$ cat src/rtl/core/fgc_pkg.sv
// fgc_pkg: shared types and constants for the fasta gc window counter
// no dependencies; imported by every module of the block except fgc_ram
`timescale 1ns / 1ps
`default_nettype none

package fgc_pkg;

    // configuration register indexes
    localparam logic CFG_WINDOW_LENGTH = 1'b0;
    localparam logic CFG_SEQUENCE_LIMIT = 1'b1;

    // configuration reset values
    localparam logic [10:0] WINDOW_LENGTH_RST = 11'd100;
    localparam logic [31:0] SEQUENCE_LIMIT_RST = 32'hFFFF_FFFF;

    // text characters
    localparam logic [7:0] CH_HEADER = 8'h3E; // '>'
    localparam logic [7:0] CH_NEWLINE = 8'h0A;
    localparam logic [7:0] CH_G = 8'h47;
    localparam logic [7:0] CH_C = 8'h43;
    localparam logic [7:0] CH_A = 8'h41;
    localparam logic [7:0] CH_T = 8'h54;
    localparam logic [7:0] CH_UPPER_FIRST = 8'h41;
    localparam logic [7:0] CH_UPPER_LAST = 8'h5A;
    localparam logic [7:0] CH_LOWER_FIRST = 8'h61;
    localparam logic [7:0] CH_LOWER_LAST = 8'h7A;
    localparam logic [7:0] CASE_FOLD_MASK = 8'hDF;

    // item operations
    localparam logic OP_TEXT = 1'b0;
    localparam logic OP_DRAIN = 1'b1;

    // count reported for a window holding an unknown base
    localparam logic signed [11:0] GC_UNKNOWN = -12'sd1;

    // parser phase
    typedef enum logic [1:0] {
        PH_SEEK,
        PH_HEADER,
        PH_BODY,
        PH_DONE
    } t_phase;

    // input transaction
    typedef struct packed {
        logic       op;
        logic [7:0] symbol;
    } t_in;

    // result transaction
    typedef struct packed {
        logic [31:0]        position;
        logic signed [11:0] gc_count;
        logic               last;
        logic               overflow;
    } t_out;

    // work handed from the front end to the window stage
    typedef struct packed {
        logic        res;      // produces a result
        logic        sub;      // ring entry read back and taken off the total
        logic        g;        // gc flag added to the total
        logic        unk;      // unknown base lies in this window
        logic        last;
        logic        overflow;
        logic [31:0] position;
    } t_stage;

endpackage

`default_nettype wire

$ cat src/rtl/core/fgc_ram.sv
// fgc_ram: generic single-port-write, single-port-read ram, registered read
// read-first on a same-address access; no package dependency
`timescale 1ns / 1ps
`default_nettype none

module fgc_ram #(
    parameter int WIDTH = 1,
    parameter int DEPTH = 1024,
    parameter int AW = (DEPTH > 1) ? $clog2(DEPTH) : 1
) (
    input  wire logic             i_clk,
    input  wire logic             i_we,
    input  wire logic [AW-1:0]    i_waddr,
    input  wire logic [WIDTH-1:0] i_wdata,
    input  wire logic             i_re,
    input  wire logic [AW-1:0]    i_raddr,
    output logic      [WIDTH-1:0] o_rdata
);

    logic [WIDTH-1:0] r_mem [DEPTH];
    logic [WIDTH-1:0] r_rdata;

    // write port and registered read port
    always_ff @(posedge i_clk) begin
        if (i_we) begin
            r_mem[i_waddr] <= i_wdata;
        end
        if (i_re) begin
            r_rdata <= r_mem[i_raddr];
        end
    end

    assign o_rdata = r_rdata;

endmodule

`default_nettype wire

$ cat src/rtl/core/fgc_parse.sv
// fgc_parse: text parser, base counters, configuration registers, ring access issue
// depends on fgc_pkg; drives the ring ram and feeds fgc_window
`timescale 1ns / 1ps
`default_nettype none

module fgc_parse #(
    parameter int WINDOW_MAX = 1024,
    parameter int AW = (WINDOW_MAX > 1) ? $clog2(WINDOW_MAX) : 1
) (
    input  wire logic           i_clk,
    input  wire logic           i_rst_n,
    input  wire logic           i_in_valid,
    output logic                o_in_ready,
    input  wire fgc_pkg::t_in   i_in_data,
    input  wire logic           i_cfg_we,
    input  wire logic           i_cfg_index,
    input  wire logic [31:0]    i_cfg_data,
    input  wire logic           i_s1_free,
    output logic                o_iss_valid,
    output fgc_pkg::t_stage     o_iss,
    output logic                o_ram_we,
    output logic [AW-1:0]       o_ram_waddr,
    output logic                o_ram_wdata,
    output logic                o_ram_re,
    output logic [AW-1:0]       o_ram_raddr
);
    import fgc_pkg::*;

    localparam int WW = $clog2(WINDOW_MAX + 1);
    localparam logic [AW-1:0] PTR_LAST = AW'(WINDOW_MAX - 1);

    t_phase        r_phase, n_phase;
    logic [31:0]   r_bases, n_bases;
    logic [AW-1:0] r_wp, n_wp;
    logic [AW-1:0] r_dp, n_dp;
    logic          r_unk_valid, n_unk_valid;
    logic [31:0]   r_unk_pos, n_unk_pos;
    logic [31:0]   r_drain_pos, n_drain_pos;
    logic          r_halted, n_halted;
    logic [10:0]   r_win_len;
    logic [31:0]   r_seq_limit;

    logic          accept;
    logic [7:0]    up;
    logic          is_gc, is_unk, is_letter;
    logic          is_base, is_ovf, is_cnt, is_strm, is_drn, drn_res;
    logic [WW-1:0] win;
    logic [31:0]   win32, wp32, rp32, strm_pos;
    logic [AW-1:0] rp, rp_next;

    // clamp the window length into 1 .. WINDOW_MAX
    always_comb begin
        if (r_win_len == 11'd0) begin
            win = WW'(1);
        end else if ({21'd0, r_win_len} > 32'(WINDOW_MAX)) begin
            win = WW'(WINDOW_MAX);
        end else begin
            win = WW'(r_win_len);
        end
    end

    // symbol classification
    always_comb begin
        up = i_in_data.symbol & CASE_FOLD_MASK;
        is_gc = (up == CH_G) || (up == CH_C);
        is_unk = !(is_gc || up == CH_A || up == CH_T);
        is_letter = i_in_data.symbol inside {[CH_UPPER_FIRST:CH_UPPER_LAST],
                                             [CH_LOWER_FIRST:CH_LOWER_LAST]};
    end

    // item decode
    always_comb begin
        is_base = !r_halted && (i_in_data.op == OP_TEXT) && (r_phase == PH_BODY)
                  && is_letter;
        is_ovf = is_base && (r_bases >= r_seq_limit);
        is_cnt = is_base && !is_ovf;
        win32 = 32'(win);
        is_strm = is_cnt && (r_bases >= win32);
        strm_pos = r_bases - win32;
        is_drn = !r_halted && (i_in_data.op == OP_DRAIN);
        drn_res = is_drn && (r_drain_pos < r_bases);
    end

    // ring pointers: the read pointer lags the write pointer by the window
    always_comb begin
        wp32 = 32'(r_wp);
        if (wp32 >= win32) begin
            rp32 = wp32 - win32;
        end else begin
            rp32 = wp32 + 32'(WINDOW_MAX) - win32;
        end
        rp = rp32[AW-1:0];
        rp_next = (rp == PTR_LAST) ? '0 : rp + AW'(1);
    end

    assign o_in_ready = i_s1_free;
    assign accept = i_in_valid && i_s1_free;

    // work handed to the window stage
    always_comb begin
        o_iss_valid = accept && (is_cnt || is_ovf || drn_res);
        o_iss.res = is_ovf || is_strm || drn_res;
        o_iss.sub = is_strm || drn_res;
        o_iss.g = is_cnt && is_gc;
        o_iss.overflow = is_ovf;
        o_iss.last = drn_res && (r_drain_pos + 32'd1 == r_bases);
        if (is_ovf) begin
            o_iss.position = r_bases;
        end else if (is_strm) begin
            o_iss.position = strm_pos;
        end else begin
            o_iss.position = r_drain_pos;
        end
        if (is_strm) begin
            o_iss.unk = is_unk || (r_unk_valid && r_unk_pos > strm_pos);
        end else begin
            o_iss.unk = drn_res && r_unk_valid && (r_unk_pos > r_drain_pos);
        end
    end

    // ring write of the new base, ring read of the base leaving the window
    always_comb begin
        o_ram_we = accept && is_cnt;
        o_ram_waddr = r_wp;
        o_ram_wdata = is_gc;
        o_ram_re = accept && (is_strm || drn_res);
        o_ram_raddr = is_strm ? rp : r_dp;
    end

    // next state
    always_comb begin
        n_phase = r_phase;
        n_bases = r_bases;
        n_wp = r_wp;
        n_dp = r_dp;
        n_unk_valid = r_unk_valid;
        n_unk_pos = r_unk_pos;
        n_drain_pos = r_drain_pos;
        n_halted = r_halted;
        if (accept && !r_halted) begin
            if (i_in_data.op == OP_DRAIN) begin
                n_phase = PH_DONE;
            end else begin
                case (r_phase)
                    PH_SEEK: begin
                        if (i_in_data.symbol == CH_HEADER) n_phase = PH_HEADER;
                    end
                    PH_HEADER: begin
                        if (i_in_data.symbol == CH_NEWLINE) n_phase = PH_BODY;
                    end
                    PH_BODY: begin
                        if (i_in_data.symbol == CH_HEADER) n_phase = PH_DONE;
                    end
                    default: begin
                        n_phase = r_phase;
                    end
                endcase
            end
            if (is_ovf) begin
                n_halted = 1'b1;
            end
            if (is_cnt) begin
                n_bases = r_bases + 32'd1;
                n_wp = (r_wp == PTR_LAST) ? '0 : r_wp + AW'(1);
                if (is_unk) begin
                    n_unk_valid = 1'b1;
                    n_unk_pos = r_bases;
                end
            end
            if (is_strm) begin
                n_drain_pos = strm_pos + 32'd1;
                n_dp = rp_next;
            end else if (drn_res) begin
                n_drain_pos = r_drain_pos + 32'd1;
                n_dp = (r_dp == PTR_LAST) ? '0 : r_dp + AW'(1);
            end
        end
    end

    // state registers
    always_ff @(posedge i_clk) begin
        if (!i_rst_n) begin
            r_phase <= PH_SEEK;
            r_bases <= '0;
            r_wp <= '0;
            r_dp <= '0;
            r_unk_valid <= 1'b0;
            r_unk_pos <= '0;
            r_drain_pos <= '0;
            r_halted <= 1'b0;
        end else begin
            r_phase <= n_phase;
            r_bases <= n_bases;
            r_wp <= n_wp;
            r_dp <= n_dp;
            r_unk_valid <= n_unk_valid;
            r_unk_pos <= n_unk_pos;
            r_drain_pos <= n_drain_pos;
            r_halted <= n_halted;
        end
    end

    // configuration registers; the window is frozen once a base is counted
    always_ff @(posedge i_clk) begin
        if (!i_rst_n) begin
            r_win_len <= WINDOW_LENGTH_RST;
            r_seq_limit <= SEQUENCE_LIMIT_RST;
        end else if (i_cfg_we) begin
            case (i_cfg_index)
                CFG_WINDOW_LENGTH: begin
                    if (r_bases == 32'd0 && !r_halted) r_win_len <= i_cfg_data[10:0];
                end
                CFG_SEQUENCE_LIMIT: begin
                    r_seq_limit <= i_cfg_data;
                end
                default: begin
                    r_seq_limit <= r_seq_limit;
                end
            endcase
        end
    end

endmodule

`default_nettype wire

$ cat src/rtl/core/fgc_window.sv
// fgc_window: ring read-back stage, running gc total and output register
// depends on fgc_pkg; takes work from fgc_parse and read data from the ring ram
`timescale 1ns / 1ps
`default_nettype none

module fgc_window #(
    parameter int WINDOW_MAX = 1024
) (
    input  wire logic            i_clk,
    input  wire logic            i_rst_n,
    output logic                 o_s1_free,
    input  wire logic            i_iss_valid,
    input  wire fgc_pkg::t_stage i_iss,
    input  wire logic            i_rdata,
    output logic                 o_out_valid,
    input  wire logic            i_out_ready,
    output fgc_pkg::t_out        o_out_data
);
    import fgc_pkg::*;

    localparam int WW = $clog2(WINDOW_MAX + 1);

    logic          r_s1_valid;
    t_stage        r_s1;
    logic [WW-1:0] r_total;
    logic          r_out_valid;
    t_out          r_out;
    logic          s1_adv;
    logic [WW-1:0] total_new;

    // stage advances unless its result is blocked by a stalled output
    assign s1_adv = r_s1_valid && (!r_s1.res || !r_out_valid || i_out_ready);
    assign o_s1_free = !r_s1_valid || s1_adv;

    // running total: drop the leaving base, add the new one
    assign total_new = r_total - WW'(r_s1.sub && i_rdata) + WW'(r_s1.g);

    // stage register
    always_ff @(posedge i_clk) begin
        if (!i_rst_n) begin
            r_s1_valid <= 1'b0;
        end else if (i_iss_valid) begin
            r_s1_valid <= 1'b1;
        end else if (s1_adv) begin
            r_s1_valid <= 1'b0;
        end
    end

    always_ff @(posedge i_clk) begin
        if (i_iss_valid) begin
            r_s1 <= i_iss;
        end
    end

    // gc total register
    always_ff @(posedge i_clk) begin
        if (!i_rst_n) begin
            r_total <= '0;
        end else if (s1_adv) begin
            r_total <= total_new;
        end
    end

    // output register
    always_ff @(posedge i_clk) begin
        if (!i_rst_n) begin
            r_out_valid <= 1'b0;
        end else if (s1_adv && r_s1.res) begin
            r_out_valid <= 1'b1;
        end else if (i_out_ready) begin
            r_out_valid <= 1'b0;
        end
    end

    always_ff @(posedge i_clk) begin
        if (s1_adv && r_s1.res) begin
            r_out.position <= r_s1.position;
            r_out.last <= r_s1.last;
            r_out.overflow <= r_s1.overflow;
            if (r_s1.overflow) begin
                r_out.gc_count <= '0;
            end else if (r_s1.unk) begin
                r_out.gc_count <= GC_UNKNOWN;
            end else begin
                r_out.gc_count <= 12'(total_new);
            end
        end
    end

    assign o_out_valid = r_out_valid;
    assign o_out_data = r_out;

endmodule

`default_nettype wire

$ cat src/rtl/core/fasta_gc_window_counter.sv
// fasta_gc_window_counter: top level of the gc sliding window counter
// depends on fgc_pkg, fgc_parse, fgc_window and fgc_ram
`timescale 1ns / 1ps
`default_nettype none

// Usage
// - input channel (i_in_valid / o_in_ready / i_in_data): one fasta text byte
//   or a drain request per transaction; text before the first '>' and the
//   header line are skipped, letters of the body count as bases
// - output channel (o_out_valid / i_out_ready / o_out_data): one result per
//   completed window, per drain with a pending position, or on overflow
// - configuration port (i_cfg_we / i_cfg_index / i_cfg_data): window length
//   and sequence limit, written while the block is idle
// - throughput: one transaction per cycle while o_in_ready is high; a counted
//   base costs a ring write, a completed window or drain a ring read of the
//   flag ram; the running total updates in the stage after the registered read
// - result path: a transaction is registered in the stage register, then its
//   result in the output register
// - stall: with the output held the stage behind it keeps taking transactions
//   until one that produces a result waits there, then o_in_ready drops until
//   the output register is taken
// - reset: synchronous, active low; clears parser, counters and totals at once;
//   the ring ram is not cleared since only written entries are ever read
// - after an overflow result the block ignores every transaction until reset
module fasta_gc_window_counter #(
    parameter int WINDOW_MAX = 1024
) (
    input  wire logic          i_clk,
    input  wire logic          i_rst_n,
    input  wire logic          i_in_valid,
    output logic               o_in_ready,
    input  wire fgc_pkg::t_in  i_in_data,
    output logic               o_out_valid,
    input  wire logic          i_out_ready,
    output fgc_pkg::t_out      o_out_data,
    input  wire logic          i_cfg_we,
    input  wire logic          i_cfg_index,
    input  wire logic [31:0]   i_cfg_data
);
    import fgc_pkg::*;

    localparam int AW = (WINDOW_MAX > 1) ? $clog2(WINDOW_MAX) : 1;

    logic          s1_free;
    logic          iss_valid;
    t_stage        iss;
    logic          ram_we, ram_wdata, ram_re, ram_rdata;
    logic [AW-1:0] ram_waddr, ram_raddr;

    // parser and ring access issue
    fgc_parse #(
        .WINDOW_MAX (WINDOW_MAX)
    ) u_parse (
        .i_clk       (i_clk),
        .i_rst_n     (i_rst_n),
        .i_in_valid  (i_in_valid),
        .o_in_ready  (o_in_ready),
        .i_in_data   (i_in_data),
        .i_cfg_we    (i_cfg_we),
        .i_cfg_index (i_cfg_index),
        .i_cfg_data  (i_cfg_data),
        .i_s1_free   (s1_free),
        .o_iss_valid (iss_valid),
        .o_iss       (iss),
        .o_ram_we    (ram_we),
        .o_ram_waddr (ram_waddr),
        .o_ram_wdata (ram_wdata),
        .o_ram_re    (ram_re),
        .o_ram_raddr (ram_raddr)
    );

    // gc flag ring
    fgc_ram #(
        .WIDTH (1),
        .DEPTH (WINDOW_MAX)
    ) u_ring (
        .i_clk   (i_clk),
        .i_we    (ram_we),
        .i_waddr (ram_waddr),
        .i_wdata (ram_wdata),
        .i_re    (ram_re),
        .i_raddr (ram_raddr),
        .o_rdata (ram_rdata)
    );

    // total and output stage
    fgc_window #(
        .WINDOW_MAX (WINDOW_MAX)
    ) u_window (
        .i_clk       (i_clk),
        .i_rst_n     (i_rst_n),
        .o_s1_free   (s1_free),
        .i_iss_valid (iss_valid),
        .i_iss       (iss),
        .i_rdata     (ram_rdata),
        .o_out_valid (o_out_valid),
        .i_out_ready (i_out_ready),
        .o_out_data  (o_out_data)
    );

endmodule

`default_nettype wire

$ cat config.mk
export PLATFORM = sky130hd
export DESIGN_NAME = fasta_gc_window_counter
export DESIGN_NICKNAME = d
export VERILOG_FILES = /design/src/rtl/core/fgc_pkg.sv /design/src/rtl/core/fgc_ram.sv /design/src/rtl/core/fgc_parse.sv /design/src/rtl/core/fgc_window.sv /design/src/rtl/core/fasta_gc_window_counter.sv
export SDC_FILE = /design/constraint.sdc
export NUM_CORES = 2
export LEC_CHECK = 0
export BUFFER_PORTS_ARGS = -buffer_cell sky130_fd_sc_hd__buf_2
export CORE_MARGIN = 3
export CORE_UTILIZATION = 38
export DETAILED_ROUTE_END_ITERATION = 12
export HOLD_SLACK_MARGIN = 0.15
export SLEW_MARGIN = 5
export SYNTH_ARGS = -nofsm -noshare
export SYNTH_HDL_FRONTEND = slang
export SYNTH_HIERARCHICAL = 1
export SYNTH_SLANG_ARGS = --single-unit
$ cat constraint.sdc
create_clock -name i_clk -period 65.6 [get_ports i_clk]
set_input_delay 6.56 -clock i_clk [delete_from_list [all_inputs] [get_ports i_clk]]
set_output_delay 6.56 -clock i_clk [all_outputs]
set_load 0.05 [all_outputs]
Word-level counts from Yosys, hierarchy flattened
Memory sizes are Yosys's and may differ from the RTL's. A register that Yosys moved wholly into a read port is not among the register bits.
Index checks and enable logic that the tools add are counted.
{ "op_classes": {"addsub": 12, "multipliers": 0, "n_shift": 0, "n_reduce_logical": 57, "div": 0, "n_bitwise": 3, "n_eq_ne": 15, "magnitude_cmp": 11, "n_mux": 26} }
{ "ops": {"columns": ["op", "n"], "rows": [
  ["2-to-1 mux 32 bit", 4],
  ["adder 32 x 1 -> 32 bit, second input constant", 3],
  ["2-to-1 mux 10 bit", 7],
  ["> comparator 32 bit", 2],
  ["adder 10 x 1 -> 10 bit, second input constant", 4],
  ["equality test 32 bit", 1],
  [">= comparator 32 x 11 -> 1 bit", 1],
  [">= comparator 32 bit", 1],
  ["zero test 32 bit", 1],
  ["less-than comparator 32 bit", 1],
  ["subtractor 32 x 11 -> 32 bit", 1],
  ["equality test 10 bit, second input constant", 3],
  ["equality test 7 x 6 -> 1 bit, second input constant", 4],
  ["logical AND 1 bit", 24],
  ["2-to-1 mux 11 bit", 2],
  ["subtractor 10 bit", 2],
  [">= comparator 8 x 7 -> 1 bit, second input constant", 2],
  ["<= comparator 8 x 7 -> 1 bit, second input constant", 2],
  ["logical OR 1 bit", 12],
  ["2-to-1 mux 12 bit", 1],
  ["adder 11 x 1 -> 11 bit", 1],
  [">= comparator 10 x 11 -> 1 bit", 1],
  ["> comparator 11 bit, second input constant", 1],
  ["zero test 11 bit", 1],
  ["18 further kinds", 42]
]} }
{ "word_totals": {"ff_bits": 260, "wordCells": 149, "mem_count": 1, "in_bits": 47, "out_inout_bits": 48, "latchBits": 0, "mem_bits_ro": 0, "ram_bits": 1024} }
{ "memory_table": {"columns": ["name", "depth", "word_bits", "read_ports", "rd_ports_with_merged_regs", "wr", "line", "rtl"], "rows": [
  ["u_ring.r_mem", 1024, 1, 1, 1, 1, "fgc_ram.sv:20", "logic [WIDTH-1:0] r_mem [DEPTH];"]
]} }

Depth between registers and ports, before layout
{ "depth": {"ltp_word": 11, "ltp_mapped": 29} }

Modules after synthesis
Netlist, hierarchy kept.
{ "by_module_without_submodules": {"columns": ["module", "cells_each", "seq_area_each_um2", "area_each_um2", "instances"], "rows": [
  ["fgc_ram", 3112, 30779.5, 44666.6, 1],
  ["fgc_parse", 1957, 3263.1, 14518.9, 1],
  ["fgc_window", 252, 2782.7, 3811.2, 1]
]} }

Worst setup path after synthesis
No wires, ideal clock.
{ "synth_timing": {"path_kind": "in2reg", "from": "input port i_in_data[3] (netlist bit)", "to": "memory u_ring.r_mem[0], data pin", "setup_ns": 10.875, "path_slack_ns": -6.433, "path_buffers": 0, "cell_stages": 1, "arrival_ns": 61.158, "path_cell_list": "nor4_1"} }
{ "synth_between": {"elab_chain_cells": 2, "word_cells_on_any_way": 3} }
{ "synth_rtl": {"columns": ["item", "line", "rtl"], "rows": [
  ["from (decl)", "fasta_gc_window_counter.sv:32", "input wire fgc_pkg::t_in i_in_data,"],
  ["equality test 7 x 6 -> 1 bit", "fgc_parse.sv:65", "is_gc = (up == CH_G) || (up == CH_C);"],
  ["logical OR 1 bit *", "fgc_parse.sv:65", null],
  ["to (decl)", "fgc_ram.sv:20", null]
]} }
Every way passes the cells marked *; elsewhere a longest branch is shown, timed or not.

Final worst setup path
{ "layout_timing": {"from": "input port i_out_ready", "to": "output port o_in_ready"} }
{ "layout_between": {"elab_chain_cells": 3} }
{ "layout_rtl": {"columns": ["item", "line", "rtl"], "rows": [
  ["from (decl)", "fasta_gc_window_counter.sv:34", "input wire logic i_out_ready,"],
  ["logical OR 1 bit", "fgc_window.sv:32", "assign s1_adv = r_s1_valid && (!r_s1.res || !r_out_valid || i_out_ready);"],
  ["logical AND 1 bit", "fgc_window.sv:32", null],
  ["logical OR 1 bit", "fgc_window.sv:33", "assign o_s1_free = !r_s1_valid || s1_adv;"],
  ["to (decl)", "fasta_gc_window_counter.sv:31", "output logic o_in_ready,"]
]} }
Every way passes these cells.

==> out/results.tsv <==
metric	value	unit
grt_pass1_vias	41700	
critPathRequiredTime	59.04	ns
clk_pin_slew	0.06	ns
path_class	input port to primary output	
drt-pass1-iter-count	5	
core_area	164000	um2
clkSinkCount	1285	
netlist_area	63000	um2
slew_viol_final	0	
area_growth	10.5	%
cp_top_family	buffers and inverters	
avgRoutedWirePerCell	24.5	um
critPathArrivalTime	7.26	ns
drt_iter0_markers	5041	
worstMarginPinSlew	1.19	ns
finalClockSkew	0.0559	ns
crit_path_frequent_cell	buf_2	
cts_buffers	139	
fp.dieH	413	um
placementRows	148	
cpPeakStageDelay	0.26	ns
cts_root_buf	clkbuf_16	
finalNetCount	5440	
multi_input_area	23900	um2
die_w	413	um
nFillCells	15300	
cp_num_cells	4	
crit_chain	buf_2 > nor2b_1 > nand3_1 > buf_2	
ctsHoldBuffers	0	
endpoint_kind	primary output	
max_slew_margin	20.5	%
synth_nets	5539	
maxCapViolCount	0	
fin_setup_tns	0	ns
power_density	25.9	nW/um2
grt_pass1_wl	272000	um
syn_avg_cell_area	11.8	um2
r2r.worst_path.cells	24	
cts_tree	built	
overflow	0	
crit_slowest_cell	buf_2	
ant_nets	0	
ys_types	109	
diodes	0	
hold_ws	0.402	ns
final_common_cell	nor2_1	
ys.flop_type	edfxtp_1	
startpoint_type	input port	
final_area	69600	um2
p_leak	19.9	nW
cp.buffers_inverters	2	
grt.total_usage	21.2	%
min_path_cells	0	
seq_area_frac_synth	58.5	%
rsz0062_at_grt	false	
outcome	completed	
totalWireLength	184000	um
synth_edf_count	1109	
clk_path_buf_depth	3	
synth-async-reset-ratio	0	%
vdd_drop_max	22.1	uV
post-route-period-util	21.1	%
crit_path_max_fanout	4	
place.gp.congestion	0.918	
port_buffers	94	
detailed_place_hpwl	107000	um
io_pins	95	
place_area	65200	um2
clock_latency	0.80	ns
cts_resized	0	
dpl.cell_count	7256	
postSynthCellCount	5321	
ys_ff_latch	1285	
grt_max_degree	276	
timing.final.crit_period	13.82	ns
via_per_inst	5.80	
layoutNonFillerInstCount	7508	
fmax	0.0724	GHz
post_cts.repair.setup_buffers	0	
hold_viol	0	
drc	0	
ff_latch_area	36800	um2
antenna_found_initial	4	
finalSetupViolCount	0	
initial_core_util	38.5	%
hp-class	flip-flop to flip-flop	
vias	43500	
final_cell_mix	nor2_1, edfxtp_1, nand2_1, mux4_2, a21oi_1	
synth_warnings	6	
h-tree-depth	4	
dieArea	171000	um2
drive_gt1_share	12.6	%
[final cells by class]
type	instances	area share, %
clock buffer	175	5.25
clock inverter	77	1.10
inverter	158	0.853
multi-input combinational	3451	34.3
sequential	1285	52.9
tap	2175	3.91
timing repair buffer	187	1.73
[flip-flops by register name, summed over array words and instances, names as in the netlist, 32 cells and up]
register / flops
u_parse/r_bases: 32
u_parse/r_drain_pos: 32
u_parse/r_seq_limit: 32
u_parse/r_unk_pos: 32
u_ring/r_mem: 1024
u_window/o_out_data: 46
u_window/r_s1: 38
[metal layers]
metal / up-vias / global-route usage (%) / share of wire, %
met5: - / 0 / 0.0071
met4: 2 / 7.75 / 3.6
met3: 359 / 3.63 / 8.4
met2: 1825 / 33.8 / 47
met1: 22000 / 29.1 / 41
li1: 19300 / - / -
[worst paths after layout]
| kind | from | end | slack (ns) |
|---|---|---|---|
| worst min-delay path | u_window/r_s1[18] | u_window/o_out_data[32] | 0.40 |
| worst max register to register | u_parse/r_bases[0] | u_ring/o_rdata | 57.90 |
| worst min register to register | u_window/r_s1[18] | u_window/o_out_data[32] | 0.40 |
| worst max-delay path | i_out_ready | o_in_ready | 51.78 |
[power by group]
group          switching, mW  leakage [nW]  total (mW)  internal (mW)
Sequential           0.00566          9.33       0.894          0.888
Clock                  0.340          2.13       0.765          0.425
Combinational         0.0933          8.44       0.148         0.0549
Total                  0.439          19.9        1.81           1.37
[cell usage after synthesis, types with 16 or more instances]
library cell	number	share of area [%]
a211oi_1	26	0.31
a21o_1	24	0.29
a21oi_1	181	1.4
a22oi_1	19	0.23
and2_1	22	0.22
and3_1	25	0.25
buf_1	68	0.41
buf_2	31	0.25
buf_4	16	0.19
buf_6	21	0.38
clkbuf_1	279	1.7
dfxtp_1	176	5.6
edfxtp_1	1109	53
ha_1	168	3.3
inv_1	151	0.90
mux2i_1	170	2.7
mux4_2	200	7.2
nand2_1	296	1.8
nand2b_1	20	0.20
nand3_1	110	0.87
nand4_1	68	0.68
nor2_1	1236	7.4
nor2b_1	25	0.25
nor3_1	98	0.78
nor4_1	35	0.35
o211ai_1	54	0.64
o21ai_0	137	1.1
o221ai_1	55	0.76
o22ai_1	37	0.37
or3_1	28	0.28
or4_1	23	0.27
xnor2_1	106	1.5
xor2_1	29	0.40
[through the flow]
step                      power (mW)  worst slack [ns]  util, %
after floorplan                 1.03             22.05        -
after global placement          1.06             51.83     39.8
after detailed placement        1.06             51.80     39.8
after CTS                       1.82             51.80     42.5
after global routing            1.86             51.74     42.5
final                           1.81             51.78     42.5
[cells by family after synthesis]
group	Yosys count	share of synthesized area (%)
AO/OA/AOI/OAI	690	7.25
XOR/XNOR	136	1.91
adder cells (fa/ha/maj)	171	3.43
buffers and inverters	585	4.08
flip-flops	1285	58.5
multiplexers	389	10.5
AND/OR/NAND/NOR	2065	14.3
[worst reg2reg max path: cells and delay by family, from the launching register on]
family	cells	cell delay, ns
AO/OA/AOI/OAI	10	2.35
AND/OR/NAND/NOR	4	1.06
flip-flops	1	0.61
buffers and inverters	8	2.77
adder cells (fa/ha/maj)	2	0.69
No activity file was read; power rests on OpenSTA's default activity.
